--- config.mk ---
export PLATFORM = sky130hd
export DESIGN_NAME = smsk_queue
export DESIGN_NICKNAME = d
export VERILOG_FILES = /design/src/design/smsk_pkg.sv /design/src/design/smsk_queue.sv
export SDC_FILE = /design/constraint.sdc
export NUM_CORES = 1
export LEC_CHECK = 0
export BUFFER_PORTS_ARGS = -buffer_cell sky130_fd_sc_hd__buf_4
export CAP_MARGIN = 10
export CORE_ASPECT_RATIO = 1.4
export CORE_MARGIN = 2
export CORE_UTILIZATION = 50
export DETAILED_ROUTE_END_ITERATION = 6
export PLACE_DENSITY = 0.79
export RECOVER_POWER = 50
export SETUP_SLACK_MARGIN = 0.5
export SYNTH_ARGS = -nofsm -noshare
export SYNTH_HDL_FRONTEND = slang
export SYNTH_SLANG_ARGS = --single-unit
export TNS_END_PERCENT = 1
--- constraint.sdc ---
create_clock -name clock -period 2.5 [get_ports clock]
set_input_delay 0.25 -clock clock [delete_from_list [all_inputs] [get_ports clock]]
set_output_delay 0.25 -clock clock [all_outputs]
set_load 0.005 [all_outputs]
--- src/design/smsk_pkg.sv ---
// ---------------------------------------------------------------------------
// smsk_pkg - shared types and constants of the 3x3 sharpening mask stream
// Line store geometry, queue sizing, register map and the structs passed
// between the front end, the task queue and the back end.
// ---------------------------------------------------------------------------
package smsk_pkg;

   // line stores: one entry per sample position in a row
   localparam int STORE_DEPTH = 8192;
   localparam int STORE_AW    = 13;

   // old centre samples kept for the left neighbour
   localparam int WIN_DEPTH = 12;
   localparam int WIN_IW    = 4;

   // counters
   localparam int COL_W = 13;
   localparam int ROW_W = 11;

   // task queue between front and back end
   localparam int QDEPTH = 4;
   localparam int QAW    = 2;
   localparam int QCW    = 3;

   // configuration register indexes
   localparam logic [1:0] REG_WIDTH_PIXELS  = 2'd0;
   localparam logic [1:0] REG_HEIGHT_ROWS   = 2'd1;
   localparam logic [1:0] REG_CHANNEL_COUNT = 2'd2;

   // configuration reset values
   localparam logic [11:0] WIDTH_RESET   = 12'd640;
   localparam logic [11:0] HEIGHT_RESET  = 12'd480;
   localparam logic [2:0]  CHANNEL_RESET = 3'd3;

   // height clamp limits
   localparam logic [11:0] HEIGHT_MIN = 12'd3;
   localparam logic [11:0] HEIGHT_MAX = 12'd2048;

   // mask gain on the centre sample is 5: centre*4 + centre

   typedef struct packed {
      logic [11:0] width_pixels;
      logic [11:0] height_rows;
      logic [2:0]  channel_count;
   } cfg_type;

   // one classified item ready for the arithmetic
   typedef struct packed {
      logic [7:0] centre;
      logic [7:0] upper;
      logic [7:0] left;
      logic [7:0] right;
      logic [7:0] below;
      logic       border;
      logic       row_end;
      logic       frame_end;
   } task_type;

endpackage

--- src/design/smsk_queue.sv ---
// ---------------------------------------------------------------------------
// smsk_queue - short task queue between front and back end
// Four-entry FIFO; the head entry is visible while the queue is not empty.
// ---------------------------------------------------------------------------
module smsk_queue (
   input  logic                     clock,
   input  logic                     reset,
   input  logic                     push,
   input  smsk_pkg::task_type       push_task,
   input  logic                     pop,
   output logic                     not_empty,
   output smsk_pkg::task_type       head_task,
   output logic [smsk_pkg::QCW-1:0] count
);
   import smsk_pkg::*;

   task_type         entry_ff [QDEPTH];
   logic [QAW-1:0]   wr_ptr_ff, rd_ptr_ff;
   logic [QCW-1:0]   count_ff;

   assign not_empty = count_ff != '0;
   assign head_task = entry_ff[rd_ptr_ff];
   assign count     = count_ff;

   // pointers and fill level
   always_ff @(posedge clock) begin
      if (reset) begin
         wr_ptr_ff <= '0;
         rd_ptr_ff <= '0;
         count_ff  <= '0;
      end else begin
         if (push) begin
            wr_ptr_ff <= wr_ptr_ff + QAW'(1);
         end
         if (pop) begin
            rd_ptr_ff <= rd_ptr_ff + QAW'(1);
         end
         unique case ({push, pop})
            2'b10:   count_ff <= count_ff + QCW'(1);
            2'b01:   count_ff <= count_ff - QCW'(1);
            default: count_ff <= count_ff;
         endcase
      end
   end

   // storage
   always_ff @(posedge clock) begin
      if (push) begin
         entry_ff[wr_ptr_ff] <= push_task;
      end
   end

endmodule

Yosys cells after proc, flatten, opt, wreduce, memory -nomap -nowiden --
Memory sizes are Yosys's and may differ from the RTL's. A register that Yosys moved wholly into a read port is not among the register bits. Cells that the tools add are included. W data, S select, Z words.
Storage, ports and cells: memories kept 1, output and inout port bits 47, memory bits (writable) 172, flip-flop bits (word level) 7
Memories:
- entry_ff | words 4, width 43, rd ports 1, clocked after Yosys merged registers in 1, write ports 1, RTL line smsk_queue.sv:17 | task_type entry_ff [QDEPTH];
Operators by class: reductions and logical operators 2, $add $sub $neg 4, multiplexer cells 5, equality and inequality tests 2
Operator list (number):
- $pmux W3 S2 | 1
- $add A2 B1 Y2 const B | 2
- $mux W2 | 2
- $add A3 B1 Y3 const B | 1
- $reduce_bool A3 Y1 | 1
- $sub A3 B1 Y3 const B | 1
- $eq A2 B1 Y1 const B | 1
- $eq A2 B2 Y1 const B | 1
- $mux W1 | 2
- $reduce_bool A2 Y1 | 1

Logic depth before layout (Yosys ltp) --
word-level depth 3, depth in mapped cells 6

Worst setup path after synthesis --
Ideal clock, no wire load.
kind reg2reg, from register wr_ptr_ff[0], to memory entry_ff[2][0] in the netlist's numbering (enable), cell stages (with the launch flop) 4, data arrival time 1.578 ns, setup slack 0.518 ns, library setup time 0.405 ns, buffers on the path 0, path through dfxtp_1 inv_1 ha_1 and2_1
RTL lines:
- start: declaration | RTL line smsk_queue.sv:18 | logic [QAW-1:0] wr_ptr_ff, rd_ptr_ff;
- start signal: assignment | RTL line smsk_queue.sv:33 | wr_ptr_ff <= wr_ptr_ff + QAW'(1);
- end: declaration | RTL line smsk_queue.sv:17
Straight into the memory's write port.

==> metrics.cfg <==
[synth]
synth_top_area_share_pct = 77.33
synthTopCellsByArea = edfxtp_1, mux4_2, dfxtp_1
ys_seq_area_share_pct = 80.03
synth-main-ff-cell = edfxtp_1
netlist_area_um2 = 6679
synthArstFlopShare_pct = 0
synth_most_common_cell = edfxtp_1
ys_warn_count = 0
synth_seq_cells = 181
synth.avg_cell_area_um2 = 25.01
synth_edf_count = 172
synth.net_count = 320
post_synth_num_cell_types = 20
synth_common_cells = edfxtp_1, mux4_2, dfxtp_1
synthCells = 267
synth.largest_area_cell = edfxtp_1

[die]
dieHeight_um = 140.8
die_w_um = 101.7
rows = 50
initial_core_util_pct = 50.60
fp.coreArea_um2 = 13200
ios = 94
die-area_um2 = 14310

[pwr]
power.leakage_nw = 2.732
power_density_nw_per_um2 = 876.1
peakVddDrop_mv = 0.4602

[global_routing]
track_usage_pct = 17.36
grt_pass1_wl_um = 17820
gr-total-overflow = 0
antenna_found_initial = 1
grt_pass1_vias = 3194
grt_max_degree = 20

[critical_path]
setup.worst_path.start_class = flip-flop
worst_ep_arrival_time_ns = 1.74
crit_required_ns = 2.25
crit_type = flip-flop to output pin
worstSetupEndpointType = output pin
cp_max_fo = 8

[timing]
hold_viol_final = 0
finalCritPeriodShare_pct = 79.78
worstMarginPinSlew_ns = 0.5527
skew_ns = 0.003355
clock.fmax_mhz = 501.4
relSlewSlack_pct = 63.15
tns_ns = 0
fin_ws_ns = 0.5054
post-route-min-period_ns = 1.995
rsz0062_at_grt = true
setup_viol_count_final = 0
whs_ns = 0.04133
slew_violations = 0

[clocking]
tritoncts = built
cts_sinks = 181
htreeDepth = 4
clkTransAtPathRegs_ns = 0.07
hold_buffers = 0
clockRootBuffer = clkbuf_16
cts_buffer_depth = 2
clock_latency_ns = 0.42
numCtsBuffers = 17

[flow_run]
maxCapViolCount = 0

[cells_and_area]
fillers = 914
fin_util_pct = 62.10
drive_gt1_share_pct = 37.19
area_delta_synth_final_pct = 22.74
fin_nets = 438
stdcell_count = 581

[place]
io_buffers = 93
dpl.hpwl_um = 7498
dpl.cell_count = 544
dp_slack_ns = 0.7306
place_congestion = 0.7088

[drt]
wl_per_cell_um = 20.20
drt_iter0_drc = 179
ant_nets = 0
first_pass_iters = 7
drcViolationCount = 0
num_vias = 3037
via_per_inst = 5.227
wl_um = 11730

[hold_path]
hp-class = input port to flip-flop

[outcome]
status = completed

[cell type report]
cell class	instances	area [um2]	area share (%)
antenna	1	2.502	0.03053
clock buffer	17	425.4	5.189
clock inverter	15	242.7	2.961
inverter	3	11.26	0.1374
multi-input combinational	72	1197	14.61
sequential	181	5353	65.29
tap	182	227.7	2.778
timing repair buffer	110	738.2	9.005
[cell usage in the layout, fill, tap and decap left out, drive strengths merged, types with 2 or more instances in the layout]
cell      count
xor2          2
clkbuf       64
dfxtp         9
nor2          7
or3           2
buf          63
ha            5
mux2i         2
and2          4
xnor2         3
inv           9
bufinv        5
mux4         43
clkinv        2
clkinvlp      2
edfxtp      172
[worst paths after layout]
kind / from / endpoint / slack (ns) / cells past startpoint
hold reg to reg: count[2] / count[2] / 0.52 / 2
setup reg to reg: wr_ptr_ff[0] / entry_ff[2][13] / 0.85 / 4
setup / recovery: flip-flop / head_task[7] / 0.51 / 3
hold / removal: reset / flip-flop / 0.04 / 2
[layer usage]
layer / up-vias / global-route usage, % / wire (um)
met5: - / 0 / 0
met1: 1578 / 21.81 / 4635
met2: 80 / 28.60 / 6325
met3: 17 / 4.809 / 578
li1: 1362 / - / -
met4: 0 / 6.757 / 195
[metrics by stage]
| step | total power [mW] | cell area [um2] |
|---|---|---|
| floorplan | 3.942 | 6679 |
| global placement | 4.265 | 7631 |
| detailed placement | 4.290 | 7631 |
| CTS | 7.251 | 8317 |
| global route | 7.418 | 8195 |
| finish | 7.182 | 8198 |
[worst max-delay path, cell delays in order (launching register included)]
cell and delay, ns:
dfxtp_4 0.45, clkbuf_16 0.20, mux4_2 0.51, buf_4 0.15
[where the power goes]
part	total, mW	internal (mW)	switching, mW
sequential	3.52	3.47	0.0501
clock	2.98	1.81	1.17
combinational	0.679	0.378	0.302
[state kept, by name, indices dropped and copies added, names as in the netlist, named ones only]
register / cells
entry_ff: 172
rd_ptr_ff: 2
wr_ptr_ff: 2
count: 3
[logic make-up after synthesis]
kind of cell / count (synthesis) / share of synthesized area, %
adders and majority gates: 6 / 1.236
muxes: 45 / 14.97
xor gates and xnor gates: 5 / 0.6558
AOI/OAI and AO/OA: 2 / 0.1497
buffers and inverters: 14 / 1.948
and+or+nand+nor: 14 / 1.012
DFF: 181 / 80.03
[repair_timing]
| action | CTS | global route |
|---|---|---|
| endpoints found under the setup margin | 38 | 42 |
| gates resized for setup | 1 | 8 |
| cloned | 0 | 1 |
| hold endpoints to repair | 0 | 0 |
| setup buffers | 2 | 1 |
(Power assumes the default switching activity.)
